==> config.mk <==
export PLATFORM = sky130hd
export DESIGN_NAME = alarm_priority_message_queue
export DESIGN_NICKNAME = d
export VERILOG_FILES = /design/src/rtl/apmq_pkg.sv /design/src/rtl/apmq_cell.sv /design/src/rtl/apmq_out_buf.sv /design/src/rtl/alarm_priority_message_queue.sv
export SDC_FILE = /design/constraint.sdc
export NUM_CORES = 1
export LEC_CHECK = 0
export ABC_AREA = 1
export BUFFER_PORTS_ARGS = -buffer_cell sky130_fd_sc_hd__buf_2
export CAP_MARGIN = 30
export CORE_ASPECT_RATIO = 1.25
export CORE_MARGIN = 2
export CORE_UTILIZATION = 62
export DETAILED_ROUTE_END_ITERATION = 8
export GPL_TIMING_DRIVEN = 0
export PLACE_DENSITY_LB_ADDON = 0.2
export SYNTH_ARGS = -nofsm -noshare
export SYNTH_HDL_FRONTEND = slang
export SYNTH_SLANG_ARGS = --single-unit
==> constraint.sdc <==
create_clock -name clk -period 4.5 [get_ports clk]
set_clock_uncertainty 0.1 [all_clocks]
set_input_delay 0.225 -clock clk [delete_from_list [all_inputs] [get_ports clk]]
set_output_delay 0.225 -clock clk [all_outputs]
set_load 0.1 [all_outputs]
==> src/rtl/apmq_pkg.sv <==
// Shared types and constants for the alarm priority message queue.
// Used by the queue cells, the output buffer and the top level.
package apmq_pkg;

  localparam int MSG_W   = 32;
  localparam int COUNT_W = 5;

  typedef enum logic [1:0] {
    OP_NORMAL = 2'd0,
    OP_ALARM  = 2'd1,
    OP_RECV   = 2'd2
  } op_t;

  typedef enum logic [1:0] {
    ST_DONE  = 2'd0,
    ST_FULL  = 2'd1,
    ST_BUSY  = 2'd2,
    ST_EMPTY = 2'd3
  } status_t;

  typedef struct packed {
    logic push;
    logic pop;
  } cell_ctrl_t;

  typedef struct packed {
    status_t              status;
    logic                 kind;
    logic [MSG_W-1:0]     message;
    logic [COUNT_W-1:0]   count;
    logic                 alarm;
  } res_t;

endpackage

==> src/rtl/apmq_cell.sv <==
// One cell of the normal-word queue: a valid bit and one stored word.
// Takes the word from its right neighbor on a pop; depends on apmq_pkg.
module apmq_cell #(
  parameter int DATA_WIDTH = 32
) (
  input  logic                    clk,
  input  logic                    rst,
  input  apmq_pkg::cell_ctrl_t    ctrl,
  input  logic                    prev_valid,
  input  logic [DATA_WIDTH-1:0]   push_word,
  input  logic                    next_valid,
  input  logic [DATA_WIDTH-1:0]   next_word,
  output logic                    valid,
  output logic [DATA_WIDTH-1:0]   word
);
  import apmq_pkg::*;

  logic load;

  // The first empty cell behind a full one is the tail.
  assign load = ctrl.push && !valid && prev_valid;

  always_ff @(posedge clk) begin
    if (rst) begin
      valid <= 1'b0;
    end else if (ctrl.pop) begin
      valid <= next_valid;
    end else if (load) begin
      valid <= 1'b1;
    end
  end

  always_ff @(posedge clk) begin
    if (ctrl.pop) begin
      word <= next_word;
    end else if (load) begin
      word <= push_word;
    end
  end

endmodule

==> src/rtl/apmq_out_buf.sv <==
// Two-entry output stage: a result register with a skid register behind it.
// Depends on apmq_pkg for the result word type.
module apmq_out_buf (
  input  logic            clk,
  input  logic            rst,
  input  logic            push,
  input  apmq_pkg::res_t  push_res,
  output logic            push_ready,
  output logic            out_valid,
  input  logic            out_ready,
  output apmq_pkg::res_t  out_res
);
  import apmq_pkg::*;

  logic skid_valid;
  res_t skid_res;

  assign push_ready = !skid_valid;

  always_ff @(posedge clk) begin
    if (rst) begin
      out_valid  <= 1'b0;
      skid_valid <= 1'b0;
    end else if (out_valid && out_ready) begin
      if (skid_valid) begin
        skid_valid <= 1'b0;
      end else if (!push) begin
        out_valid <= 1'b0;
      end
    end else if (!out_valid) begin
      out_valid <= push;
    end else if (push) begin
      skid_valid <= 1'b1;
    end
  end

  always_ff @(posedge clk) begin
    if (out_valid && out_ready) begin
      if (skid_valid) begin
        out_res <= skid_res;
      end else if (push) begin
        out_res <= push_res;
      end
    end else if (!out_valid) begin
      if (push) begin
        out_res <= push_res;
      end
    end else if (push) begin
      skid_res <= push_res;
    end
  end

endmodule

==> src/rtl/alarm_priority_message_queue.sv <==
// Alarm priority message queue: one alarm slot beside a row of DEPTH queue cells.
// Result words are registered in the output stage, or its skid register on a stall.
// Throughput: one word per cycle while in_ready holds; no operation is multi-state.
// A two-entry output stage keeps input accepted while one result waits.
// Reset empties all cells, clears the count and the alarm flag, and drops results.
// Depends on apmq_pkg, apmq_cell and apmq_out_buf.
module alarm_priority_message_queue #(
  parameter int DEPTH      = 16,
  parameter int DATA_WIDTH = 32
) (
  input  logic                           clk,
  input  logic                           rst,
  input  logic                           in_valid,
  output logic                           in_ready,
  input  logic [1:0]                     operation,
  input  logic [apmq_pkg::MSG_W-1:0]     message,
  output logic                           out_valid,
  input  logic                           out_ready,
  output logic [1:0]                     status,
  output logic                           received_kind,
  output logic [apmq_pkg::MSG_W-1:0]     received_message,
  output logic [apmq_pkg::COUNT_W-1:0]   normal_count,
  output logic                           alarm_held
);
  import apmq_pkg::*;

  localparam int CW = $clog2(DEPTH + 1);
  localparam logic [CW-1:0] FULL_COUNT = CW'(DEPTH);

  logic                  accept;
  logic [CW-1:0]         count;
  logic [CW-1:0]         count_next;
  logic                  alarm_valid;
  logic                  alarm_valid_next;
  logic [DATA_WIDTH-1:0] alarm_word;
  logic                  alarm_set;
  logic [DATA_WIDTH-1:0] in_word;
  logic [DATA_WIDTH-1:0] got_word;
  logic [DEPTH-1:0]      cell_valid;
  logic [DATA_WIDTH-1:0] cell_word [DEPTH];
  cell_ctrl_t            ctrl;
  res_t                  res;
  res_t                  out_res;
  status_t               res_status;
  logic                  res_kind;

  logic [DATA_WIDTH+MSG_W-1:0] in_ext;
  logic [DATA_WIDTH+MSG_W-1:0] got_ext;
  logic [CW+COUNT_W-1:0]       count_ext;

  assign accept  = in_valid && in_ready;
  assign in_ext  = {{DATA_WIDTH{1'b0}}, message};
  assign in_word = in_ext[DATA_WIDTH-1:0];

  always_comb begin
    res_status       = ST_DONE;
    res_kind         = 1'b0;
    got_word         = '0;
    ctrl             = '0;
    alarm_set        = 1'b0;
    count_next       = count;
    alarm_valid_next = alarm_valid;
    unique case (op_t'(operation))
      OP_NORMAL: begin
        if (count == FULL_COUNT) begin
          res_status = ST_FULL;
        end else begin
          ctrl.push  = accept;
          count_next = count + 1'b1;
        end
      end
      OP_ALARM: begin
        if (alarm_valid) begin
          res_status = ST_BUSY;
        end else begin
          alarm_set        = accept;
          alarm_valid_next = 1'b1;
        end
      end
      OP_RECV: begin
        if (alarm_valid) begin
          res_kind         = 1'b1;
          got_word         = alarm_word;
          alarm_valid_next = 1'b0;
        end else if (count != '0) begin
          got_word   = cell_word[0];
          ctrl.pop   = accept;
          count_next = count - 1'b1;
        end else begin
          res_status = ST_EMPTY;
        end
      end
      default: begin
        res_status = ST_DONE;
      end
    endcase
  end

  assign got_ext   = {{MSG_W{1'b0}}, got_word};
  assign count_ext = {{COUNT_W{1'b0}}, count_next};

  always_comb begin
    res.status  = res_status;
    res.kind    = res_kind;
    res.message = got_ext[MSG_W-1:0];
    res.count   = count_ext[COUNT_W-1:0];
    res.alarm   = alarm_valid_next;
  end

  always_ff @(posedge clk) begin
    if (rst) begin
      count       <= '0;
      alarm_valid <= 1'b0;
    end else if (accept) begin
      count       <= count_next;
      alarm_valid <= alarm_valid_next;
    end
  end

  always_ff @(posedge clk) begin
    if (alarm_set) begin
      alarm_word <= in_word;
    end
  end

  for (genvar i = 0; i < DEPTH; i++) begin : g_cell
    logic                  prev_v;
    logic                  next_v;
    logic [DATA_WIDTH-1:0] next_w;

    if (i == 0) begin : g_head
      assign prev_v = 1'b1;
    end else begin : g_body
      assign prev_v = cell_valid[i-1];
    end

    if (i == DEPTH - 1) begin : g_last
      assign next_v = 1'b0;
      assign next_w = '0;
    end else begin : g_inner
      assign next_v = cell_valid[i+1];
      assign next_w = cell_word[i+1];
    end

    apmq_cell #(
      .DATA_WIDTH (DATA_WIDTH)
    ) u_cell (
      .clk        (clk),
      .rst        (rst),
      .ctrl       (ctrl),
      .prev_valid (prev_v),
      .push_word  (in_word),
      .next_valid (next_v),
      .next_word  (next_w),
      .valid      (cell_valid[i]),
      .word       (cell_word[i])
    );
  end

  apmq_out_buf u_out_buf (
    .clk        (clk),
    .rst        (rst),
    .push       (accept),
    .push_res   (res),
    .push_ready (in_ready),
    .out_valid  (out_valid),
    .out_ready  (out_ready),
    .out_res    (out_res)
  );

  assign status           = out_res.status;
  assign received_kind    = out_res.kind;
  assign received_message = out_res.message;
  assign normal_count     = out_res.count;
  assign alarm_held       = out_res.alarm;

`ifndef SYNTH
  a_count_bound: assert property (@(posedge clk) disable iff (rst)
    count <= FULL_COUNT)
    else $error("normal count exceeds the queue depth");

  a_cells_match_count: assert property (@(posedge clk) disable iff (rst)
    $countones(cell_valid) == int'(count))
    else $error("occupied cells disagree with the normal count");

  a_head_valid: assert property (@(posedge clk) disable iff (rst)
    (count != '0) == cell_valid[0])
    else $error("head cell empty while words are held");

  a_alarm_first: assert property (@(posedge clk) disable iff (rst)
    accept && (operation == OP_RECV) && alarm_valid |=> !alarm_valid && $stable(count))
    else $error("receive did not take the alarm word first");

  a_no_ready_when_stalled: assert property (@(posedge clk) disable iff (rst)
    out_valid && !out_ready && !in_ready |=> !in_ready || out_ready)
    else $error("output stage released a stalled skid word");
`endif

endmodule
==> summary.md, run 1 <==
| Metric | Value |
|---|---|
| Crit path time final | 3.13 ns |
| Gr ovfl total | 0 |
| Leak Pwr | 12.4 nW |
| Final Wtd Congestion | 0.836 |
| Initial Util | 0.629 |
| Post-synthesis adder-cell area fraction | 0.00284 |
| Post-Syn Area per Cell | 10.9 µm² |
| Post-synthesis mux area share | 0 |
| Final period util | 0.696 |
| Reg-to-Reg Start | count[0] |
| CP Class | flop to flop |
| Antenna violations before repair | 0 |
| Worst Setup Start Kind | flop |
| Clock-pin slew on the worst setup and hold paths | 0.07 ns |
| Layout cell share with drive strength beyond 1 | 0.114 |
| Yosys warns | 0 |
| Final Slew Violations | 0 |
| CP Buf/Inv Count | 5 |
| Simple-gate portion of the synthesized area | 0.213 |
| Vias in the first global route | 17200 |
| R2R cell count | 11 |
| # port buffers | 80 |
| Cell row count | 84 |
| Netlist cell types | 30 |
| CP cell instances | inv_1 > ha_1 > inv_1 > nor3_4 > nand2_4 > nand2_4 > nor2_8 > inv_4 > buf_6 > buf_2 > nand2_2 |
| Total of max-cap violations | 0 |
| Post-DP HPWL | 39.0 mm |
| Crit end category | flop |
| Largest family of logic cells by synthesized area | simple AND/OR/NAND/NOR gates |
| WL/cell | 17.0 µm |
| Top-Level Pins | 81 |
| Hold depth | 4 |
| Synth async-reset ratio | 0 |
| Critical path origin | count[0] |
| Via density | 5.33 |
| Register area share after synthesis | 0.717 |
| CTS Buf Count | 57 |
| Synthesized area | 0.0264 mm² |
| Diodes inserted | 0 |
| Unrepaired setup endpoints after global routing | no |
| # DRC | 0 |
| Routed wire length | 54.7 mm |
| CP max FO | 32 |
| GRT Util Overall | 0.250 |
| CP max stage delay | 0.64 ns |
| Final Instance Count excl. Fillers | 3226 |
| Slowest-stage cell, CP | nand2_2 |
| Crit path DAT | 3.27 ns |
| Synth Flop Type | edfxtp_1 |
| Largest net degree at the start of global routing | 38 |
| H-tree depth reported by CTS | 2 |
| Postcts setup bufs | 0 |
| Power Density | 448 mW/mm² |
| Hold path startpoint | operation[0] |
| Die Area | 0.0443 mm² |
| CTS tree | yes |
| Status | complete, no violations |
| Core ar. | 0.0420 mm² |
| CTS sink cnt | 650 |
| Setup-violating endpoint count in the final report | 0 |
| Register-to-register setup slack | 1.37 ns |
| Worst path top cell family by delay | simple AND/OR/NAND/NOR gates |
| Post-route ant nets | 0 |
| Top achievable clock speed | 0.319 GHz |
| Hold Slack | 0.0796 ns |
| Hold Fails Final Rpt | 0 |
| Clock latency on the worst-skew pair | 0.61 ns |
| Worst R2R End | g_cell[12].u_cell.word[9] |
| Via count | 17200 |
| Worst rel slew slack | 0.416 |
| Synth Area in XOR/XNOR | 0 |
| Hold WC Path Type | input port to flop |
| Maximum VDD drop | 0.402 mV |
| CTS root buf | clkbuf_16 |
| Cells after DPL | 3083 |
| Yosys reg bits | 650 |
| Die W | 189 µm |
| Worst min-delay path endpoint | u_out_buf.skid_res[0] |
| Die Y | 235 µm |
| Syn nets | 2473 |
| Global-route wire length before repair | 87.8 mm |
| Initial drt markers | 1309 |
| Required @ worst endpoint | 4.63 ns |
| Syn Inst Count | 2429 |
| First-pass detailed-route iteration total | 5 |
| Actual slew at the worst max-slew pin | 0.873 ns |
| Layout Nets | 2663 |
| Area growth, synth to finish | 14.1% |
| Post-synth EDFFs | 594 |
| CTS Buffer Depth | 3 |
| Compound-gate portion of the synthesized area | 0.0219 |
[cell type report]
type                            instances  area, µm²
Sequential cell                       650      19000
Multi-Input combinational cell       1501       6330
Clock buffer                           81       1630
Tap cell                              559        699
Timing Repair Buffer                  131       1110
Fill cell                            2826      11900
Clock inverter                         26        254
Inverter                              145        547
Buffer                                133        642
[cell usage after synthesis (2+ instances only)]
cell type,count,area (µm²)
nand2_1,1165,4370
edfxtp_1,594,17800
inv_1,140,526
nand3_1,101,505
nor2_1,94,353
buf_2,63,315
dfxtp_1,56,1120
clkbuf_1,42,158
o22ai_1,38,238
o21bai_1,32,240
buf_1,20,75.1
nand2_4,19,214
nand2_2,14,87.6
a21oi_1,10,50.1
o21ai_0,9,45.0
ha_1,6,75.1
buf_6,5,56.3
nand4_1,5,31.3
buf_8,2,30.0
clkinv_1,2,7.51
inv_2,2,7.51
nor3_1,2,10.0
[worst register-to-register path, cell delays in order, from the launching register on]
cell	delay, ns
dfxtp_1	0.44
inv_1	0.09
ha_1	0.24
inv_1	0.12
nor3_4	0.07
nand2_4	0.12
nand2_4	0.10
nor2_8	0.27
inv_4	0.12
buf_6	0.18
buf_2	0.21
nand2_2	0.64
[flip-flops by register name (all words and copies together) (netlist names)]
| register | cells |
|---|---|
| alarm_valid | 1 |
| alarm_word | 32 |
| g_cell.u_cell.valid | 16 |
| u_out_buf.skid_valid | 1 |
| u_out_buf.out_valid | 1 |
| count | 5 |
| u_out_buf.out_res | 41 |
| u_out_buf.skid_res | 41 |
| g_cell.u_cell.word | 512 |
[how the worst max path moves through the flow]
stage	cells after the start	end
final	11	g_cell[12].u_cell.word[9]
after global routing	11	g_cell[12].u_cell.word[21]
after CTS	11	g_cell[12].u_cell.word[2]
after detailed placement	11	g_cell[12].u_cell.word[11]
after global placement	7	g_cell[0].u_cell.word[10]
after floorplan	4	u_out_buf.skid_res[0]
[per-layer routing]
layer	track usage	wire [µm]
met5	0	0
met4	0.0739	1370
met3	0.0385	3150
met2	0.445	28100
met1	0.316	22000
[report_power, final]
part           leakage [nW]  switching, W  internal (W)
Sequential             5.93      0.000121       0.00699
Clock                 0.926       0.00216       0.00276
Combinational          5.52       0.00113      0.000353
Total                  12.4       0.00341        0.0101
[logic make-up after synthesis]
logic type,Yosys count
AO/OA/AOI/OAI,90
adder cells (fa/ha/maj),6
buffers and inverters,278
flip-flops,650
AND/OR/NAND/NOR,1405
[per-stage QoR]
| step | total power, W | cell area (µm²) | setup slack [ns] | setup TNS, ns | util |
|---|---|---|---|---|---|
| 2_1_floorplan | 0.00829 | 26400 | 0.343 | 0 | - |
| 3_3_place_gp | 0.00859 | 27500 | -0.534 | -38.15 | 0.655 |
| 3_5_place_dp | 0.00869 | 27900 | 1.36 | 0 | 0.664 |
| 4_1_cts | 0.0135 | 30200 | 1.34 | 0 | 0.718 |
| 5_1_grt | 0.0139 | 30200 | 1.18 | 0 | 0.718 |
| 6_report | 0.0135 | 30200 | 1.37 | 0 | 0.718 |
[cells in the final DEF, fill, tap and decap left out, types with 6 or more instances in the layout]
cell type | netlist | final
buf_1 | 20 | 20
buf_6 | 5 | 6
edfxtp_1 | 594 | 594
nor2_1 | 94 | 93
clkinv_2 | 0 | 12
nand3_1 | 101 | 101
clkinv_1 | 2 | 8
o21bai_1 | 32 | 32
clkbuf_1 | 42 | 56
nand2_1 | 1165 | 1160
buf_16 | 0 | 10
nand2_4 | 19 | 19
dlygate4sd3_1 | 0 | 36
o21ai_0 | 9 | 8
dfxtp_1 | 56 | 56
nand2_2 | 14 | 19
ha_1 | 6 | 6
inv_1 | 140 | 139
buf_2 | 63 | 143
clkbuf_8 | 0 | 9
o22ai_1 | 38 | 38
clkbuf_16 | 0 | 58
a21oi_1 | 10 | 10
[what timing repair did]
item                      in CTS  in global routing
hold endpoints to repair     236                  0
hold buffers                  36                  0
gates resized for setup        0                  0
No activity file was read; power rests on OpenSTA's default activity.
==> run 2, diff against run 1 <==
--- a/config.mk
+++ b/config.mk
@@ -5,7 +5,7 @@
 export SDC_FILE = /design/constraint.sdc
 export NUM_CORES = 1
 export LEC_CHECK = 0
-export ABC_AREA = 1
+export ABC_AREA = 0
 export BUFFER_PORTS_ARGS = -buffer_cell sky130_fd_sc_hd__buf_2
 export CAP_MARGIN = 30
 export CORE_ASPECT_RATIO = 1.25
==> constraint.sdc (replaced) <==
create_clock -name clk -period 3.15 [get_ports clk]
set_clock_uncertainty 0.1 [all_clocks]
set_input_delay 0.1575 -clock clk [delete_from_list [all_inputs] [get_ports clk]]
set_output_delay 0.1575 -clock clk [all_outputs]
set_load 0.1 [all_outputs]
==> run 2 against run 1 <==
  * Core utilization increased by 1.0 points
  * Register-to-register slack got worse by 1.2 ns
  * Sequential power increased by 42%
  * Maximum frequency increased by 4.1%
  * Total power increased by 41%
  * Sequential cell count unchanged
  * Cell area decreased by 0.80%
  * Wire length decreased by 0.78%
  * Count of clock-buffer cells in the layout increased by 7
  * Die area decreased by 2.3%
  * Via count decreased by 5.1%
==> summary.md, run 2 <==
| Metric | Value |
|---|---|
| Post-synth EDFFs | 594 |
| Crit path DAT | 3.27 ns |
| R2R cell count | 8 |
| Post-route ant nets | 0 |
| Hold Fails Final Rpt | 0 |
| # DRC | 0 |
| Initial Util | 0.628 |
| Netlist cell types | 53 |
| WL/cell | 18.5 µm |
| Syn nets | 2169 |
| Register-to-register setup slack | 0.14 ns |
| Biggest regs | g_cell.u_cell.word (512), u_out_buf.out_res (41), u_out_buf.skid_res (41) |
| Flop pwr share | 0.528 |
| Top cells by area, synth | edfxtp_1, nand2_1, dfxtp_1 |
| Most frequent cells in the layout | nand2_1, edfxtp_1, buf_2 |
| Clock network fraction of design power | 0.366 |
| Antenna violations before repair | 0 |
| Sw Share | 0.248 |
| Worst Setup Start Kind | flop |
| Hold depth | 4 |
| Setup-violating endpoint count in the final report | 0 |
| Synth Flop Type | edfxtp_1 |
| Worst R2R End | g_cell[13].u_cell.word[16] |
| First-pass detailed-route iteration total | 5 |
| CTS Buf Count | 58 |
| Net Sw Power | 0.00473 W |
| Crit end category | flop |
| Area growth, synth to finish | 15.9% |
| Layout Nets | 2371 |
| # fillers | 2684 |
| Gr ovfl total | 0 |
| Diodes inserted | 0 |
| Register area share after synthesis | 0.734 |
| CTS tree | yes |
| Post-DP HPWL | 37.5 mm |
| Power Total | 0.0191 W |
| # port buffers | 79 |
| Top reg by flops | g_cell.u_cell.word |
| Status | complete, no violations |
| Final Slew Violations | 0 |
| Actual slew at the worst max-slew pin | 0.900 ns |
| Synthesized area | 0.0258 mm² |
| Worst rel slew slack | 0.399 |
| Layout cell share with drive strength beyond 1 | 0.147 |
| Initial drt markers | 1456 |
| Top-Level Pins | 81 |
| Leak Pwr | 11.3 nW |
| Internal | 0.0144 W |
| Final Instance Count excl. Fillers | 2929 |
| GRT Util Overall | 0.256 |
| Die Y | 232 µm |
| Clock-pin slew on the worst setup and hold paths | 0.07 ns |
| CTS sink cnt | 650 |
| Most common cell in the netlist | nand2_1 |
| Syn Inst Count | 2125 |
| Routed wire length | 54.3 mm |
| Via count | 16300 |
| Required @ worst endpoint | 3.41 ns |
| CP Class | flop to flop |
| Max reg flops | 512 |
| Commonest non-fill, non-tap cell in the layout | nand2_1 |
| Yosys reg bits | 650 |
| Global-route wire length before repair | 87.2 mm |
| Gate power share | 0.107 |
| Final period util | 0.956 |
| Final Wtd Congestion | 0.835 |
| Cells after DPL | 2774 |
| Hold path startpoint | operation[1] |
| Worst min-delay path endpoint | u_out_buf.skid_res[0] |
| Synth async-reset ratio | 0 |
| Core ar. | 0.0411 mm² |
| Unrepaired setup endpoints after global routing | no |
| Yosys top cell by area | edfxtp_1 |
| Crit path time final | 3.01 ns |
| Die W | 187 µm |
| Top achievable clock speed | 0.332 GHz |
| Yosys warns | 0 |
| Power Density | 638 mW/mm² |
| Vias in the first global route | 16600 |
| Via density | 5.57 |
| H-tree depth reported by CTS | 2 |
| CTS root buf | clkbuf_16 |
| Total of max-cap violations | 0 |
| CP max FO | 20 |
| CTS Buffer Depth | 3 |
| Die Area | 0.0433 mm² |
| Cell row count | 83 |
| Post-Syn Area per Cell | 12.2 µm² |
| Setup TNS | 0 ns |
| Clock latency on the worst-skew pair | 0.60 ns |
| Post-synth top area share | 0.691 |
| Reg-to-Reg Start | count[0] |
| Hold WC Path Type | input port to flop |
| Largest net degree at the start of global routing | 34 |
| Maximum VDD drop | 0.538 mV |
| Synth cell count leaders | nand2_1, edfxtp_1, buf_2 |
run 2: critical path: stages, from the launching register on:
cell     delay [ns]
dfxtp_1        0.39
inv_1          0.09
ha_1           0.28
or4b_4         0.54
nand3_4        0.18
buf_8          0.29
buf_4          0.32
o21ai_4        0.28
buf_16         0.26
run 2: worst max path at each step:
stage                  start                    endpoint
floorplan           count[0]   g_cell[10].u_cell.word[0]
global placement    count[0]  g_cell[11].u_cell.word[12]
detailed placement  count[0]  g_cell[12].u_cell.word[11]
CTS                 count[0]  g_cell[12].u_cell.word[11]
global route        count[0]  g_cell[13].u_cell.word[13]
finish              count[0]  g_cell[13].u_cell.word[16]
run 2: logic make-up (layout without fill, tap and decap cells):
group | after synthesis | count (layout) | synth area share
AOI/OAI and AO/OA | 195 | 195 | 0.0566
adders and majority gates | 6 | 6 | 0.00291
buffers and inverters | 145 | 397 | 0.0337
DFF | 650 | 650 | 0.734
muxes | 2 | 2 | 0.00102
and+or+nand+nor | 1127 | 1127 | 0.172
run 2: cell type report:
| type | count | area (µm²) | share of cell area |
|---|---|---|---|
| buffer | 134 | 831 | 0.0278 |
| clock buffer | 88 | 1740 | 0.0581 |
| clock inverter | 22 | 161 | 0.00539 |
| inverter | 10 | 37.5 | 0.00125 |
| multi-input combinational | 1330 | 6190 | 0.207 |
| sequential | 650 | 19000 | 0.633 |
| tap | 552 | 691 | 0.0231 |
| timing repair buffer | 143 | 1320 | 0.0441 |
run 2: what timing repair did:
item	in CTS	in global routing
buffers inserted	0	9
gates resized for setup	0	1
setup endpoints to repair	8	80
pin swaps	0	4
hold buffers	37	0
hold endpoints to repair	210	0
run 2: per-layer routing:
metal | track usage | vias up | wire [µm]
li1 | - | 7704 | -
met1 | 0.310 | 7959 | 20900
met2 | 0.477 | 557 | 28900
met3 | 0.0293 | 108 | 2990
met4 | 0.0866 | 0 | 1490
met5 | 0 | - | 0
run 2: power by group through the flow:
stage / clock (W) / sequential (W) / combinational (W)
final: 0.00699 / 0.0101 / 0.00204
after global routing: 0.00734 / 0.0101 / 0.00219
after CTS: 0.00703 / 0.0101 / 0.00203
after detailed placement: 0 / 0.0103 / 0.00197
after global placement: 0 / 0.0103 / 0.00183
after floorplan: 0 / 0.0108 / 0.000852
run 2: per-stage QoR:
stage | util | worst slack [ns] | instance area [µm²] | hold slack [ns]
2_1_floorplan | - | -0.257 | 25900 | 0.156
3_3_place_gp | 0.656 | -1.74 | 27000 | 0.252
3_5_place_dp | 0.670 | 0.0228 | 27500 | 0.251
4_1_cts | 0.725 | 0.0557 | 29800 | 0.0374
5_1_grt | 0.728 | 0.0254 | 29900 | 0.0605
6_report | 0.728 | 0.139 | 29900 | 0.0561
==> run 3, diff against run 2 <==
--- a/config.mk
+++ b/config.mk
@@ -12,7 +12,6 @@
 export CORE_MARGIN = 2
 export CORE_UTILIZATION = 62
 export DETAILED_ROUTE_END_ITERATION = 8
-export GPL_TIMING_DRIVEN = 0
 export PLACE_DENSITY_LB_ADDON = 0.2
 export SYNTH_ARGS = -nofsm -noshare
 export SYNTH_HDL_FRONTEND = slang
==> constraint.sdc (replaced) <==
create_clock -name clk -period 3.15 [get_ports clk]
set_clock_uncertainty 0.1 [all_clocks]
set_input_delay 0.315 -clock clk [delete_from_list [all_inputs] [get_ports clk]]
set_output_delay 0.315 -clock clk [all_outputs]
set_load 0.1 [all_outputs]
==> run 3 against run 2 <==
  * Core utilization fell by 2.6 points
  * Critical path depth shrank 1
  * Clock power fell by 4.7%
  * Die area unchanged
  * First-iteration DRC count fell by 30%
  * Worst hold slack better by 0.058 ns
  * Non-clock buffer count down 118
  * Register-to-register slack gained 0.22 ns
  * Sequential cell count unchanged
  * Worst setup slack better by 0.22 ns
  * Combinational power down 9.8%
  * Critical path type unchanged
==> summary.md, run 3 (synthesized netlist as in run 2, its figures left out) <==
| Metric | Value |
|---|---|
| Crit end category | flop |
| Worst path top cell family by delay | compound AO/OA/AOI/OAI gates |
| Crit path time final | 2.79 ns |
| CTS tree | yes |
| Layout cell share with drive strength beyond 1 | 0.113 |
| Cells after DPL | 2664 |
| R2R cell count | 7 |
| GRT Util Overall | 0.204 |
| Grt met3 use | 0.0269 |
| Met2 Usage GRT | 0.354 |
| Cell row count | 83 |
| Post-DP HPWL | 27.1 mm |
| Biggest regs | g_cell.u_cell.word (512), u_out_buf.out_res (41), u_out_buf.skid_res (41) |
| Core ar. | 0.0411 mm² |
| # DRC | 0 |
| Maximum VDD drop | 0.477 mV |
| Initial Util | 0.628 |
| Via count | 15100 |
| Unrepaired setup endpoints after global routing | no |
| Reg-to-Reg Start | count[0] |
| Antenna violations before repair | 0 |
| Required @ worst endpoint | 3.25 ns |
| Diodes inserted | 0 |
| Total of max-cap violations | 0 |
| Most frequent cells in the layout | nand2_1, edfxtp_1, buf_2 |
| Area growth, synth to finish | 11.8% |
| CP max FO | 32 |
| Hold path startpoint | in_valid |
| First-pass detailed-route iteration total | 5 |
| Clock latency on the worst-skew pair | 0.60 ns |
| Layout Nets | 2254 |
| H-tree depth reported by CTS | 2 |
| Clock-pin slew on the worst setup and hold paths | 0.06 ns |
| WL/cell | 15.4 µm |
| Max reg flops | 512 |
| Worst rel slew slack | 0.329 |
| Vias in the first global route | 14900 |
| CTS root buf | clkbuf_16 |
| Hold Slack | 0.114 ns |
| Top reg by flops | g_cell.u_cell.word |
| CTS sink cnt | 650 |
| Setup-violating endpoint count in the final report | 0 |
| Hold Fails Final Rpt | 0 |
| Cts hold-fix bufs | 34 |
| Final Slew Violations | 0 |
| Die W | 187 µm |
| Via density | 5.39 |
| CP max stage delay | 0.79 ns |
| CP Class | flop to flop |
| Post_cts resized | 0 |
| CP cell instances | inv_1 > ha_1 > nand4bb_1 > and3_1 > buf_12 > nand2_1 > o21ai_4 |
| Worst min-delay path endpoint | count[3] |
| Worst Setup Start Kind | flop |
| Met1 usage | 0.275 |
| Actual slew at the worst max-slew pin | 1.00 ns |
| Routed wire length | 43.4 mm |
| Register-to-register setup slack | 0.36 ns |
| Leak Pwr | 10.6 nW |
| Power Total | 0.0186 W |
| Slowest-stage cell, CP | o21ai_4 |
| Die Y | 232 µm |
| Gr ovfl total | 0 |
| CTS Buffer Depth | 3 |
| Sequential cell area | 0.0190 mm² |
| Hold WC Path Type | input port to flop |
| CTS Buf Count | 59 |
| Crit path DAT | 2.89 ns |
| GR peak layer | met2 |
| Commonest non-fill, non-tap cell in the layout | nand2_1 |
| Multi-input gate area | 0.00619 mm² |
| Final Wtd Congestion | 0.786 |
| Post-route ant nets | 0 |
| Setup TNS | 0 ns |
| Die Area | 0.0433 mm² |
| Power Density | 644 mW/mm² |
| Final Instance Count excl. Fillers | 2806 |
| Hold depth | 3 |
| CP Buf/Inv Count | 2 |
| Top-Level Pins | 81 |
| Largest net degree at the start of global routing | 115 |
| Initial drt markers | 1026 |
| # fillers | 2739 |
| Top achievable clock speed | 0.358 GHz |
| # port buffers | 80 |
| Global-route wire length before repair | 73.5 mm |
| Levels on crit path | 7 |
| Postcts setup bufs | 0 |
| Final period util | 0.886 |
| Status | complete, no violations |
| Worst R2R End | g_cell[4].u_cell.word[21] |
run 3: cell count changes in the layout (fill, tap and decap cells not counted), moves of 3 or more:
cell / previous run / this run
clkinv_1: 3 / 7
clkbuf_1: 44 / 20
buf_4: 7 / 35
inv_4: 3 / 0
clkbuf_8: 11 / 8
buf_6: 22 / 0
clkinv_2: 10 / 7
buf_16: 10 / 0
dlygate4sd3_1: 37 / 34
buf_12: 15 / 10
buf_2: 151 / 80
buf_1: 4 / 0
run 3: worst max-delay path by stage:
stage	endpoint	start
after global routing	g_cell[6].u_cell.word[22]	count[0]
after CTS	g_cell[14].u_cell.word[21]	count[0]
final	g_cell[4].u_cell.word[21]	count[0]
after detailed placement	g_cell[14].u_cell.word[10]	count[0]
after global placement	g_cell[14].u_cell.word[10]	count[0]
after floorplan	g_cell[10].u_cell.word[0]	count[0]
run 3: cell type report:
cell class,count,area share
inverter,10,0.00130
timing repair buffer,159,0.0417
tap,552,0.0239
clock inverter,18,0.00455
multi-input combinational,1330,0.214
sequential,650,0.657
clock buffer,87,0.0575
run 3: per-stage QoR:
step           worst slack [ns]  cell area (µm²)  utilization
2_1_floorplan            -0.257            25900            -
3_3_place_gp              0.412            26700        0.649
3_5_place_dp              0.308            26700        0.649
4_1_cts                   0.292            28800        0.701
5_1_grt                   0.163            28900        0.702
6_report                  0.358            28900        0.702
run 3: metal layers:
layer / wire length [µm] / part of all wire
met3: 1710 / 0.039
met4: 868 / 0.020
met5: 0 / 0
met2: 21500 / 0.50
met1: 19300 / 0.45
run 3: tightest hold or removal path, delay by kind of cell:
| family | cells | cell delay (ns) |
|---|---|---|
| AO/OA/AOI/OAI | 1 | 0.11 |
| buffers and inverters | 1 | 0.12 |
| AND/OR/NAND/NOR | 1 | 0.20 |
run 3: report_power, final:
group | switching (W) | internal (W)
Sequential | 0.000149 | 0.00993
Clock | 0.00295 | 0.00371
Combinational | 0.00140 | 0.000447
Total | 0.00450 | 0.0141
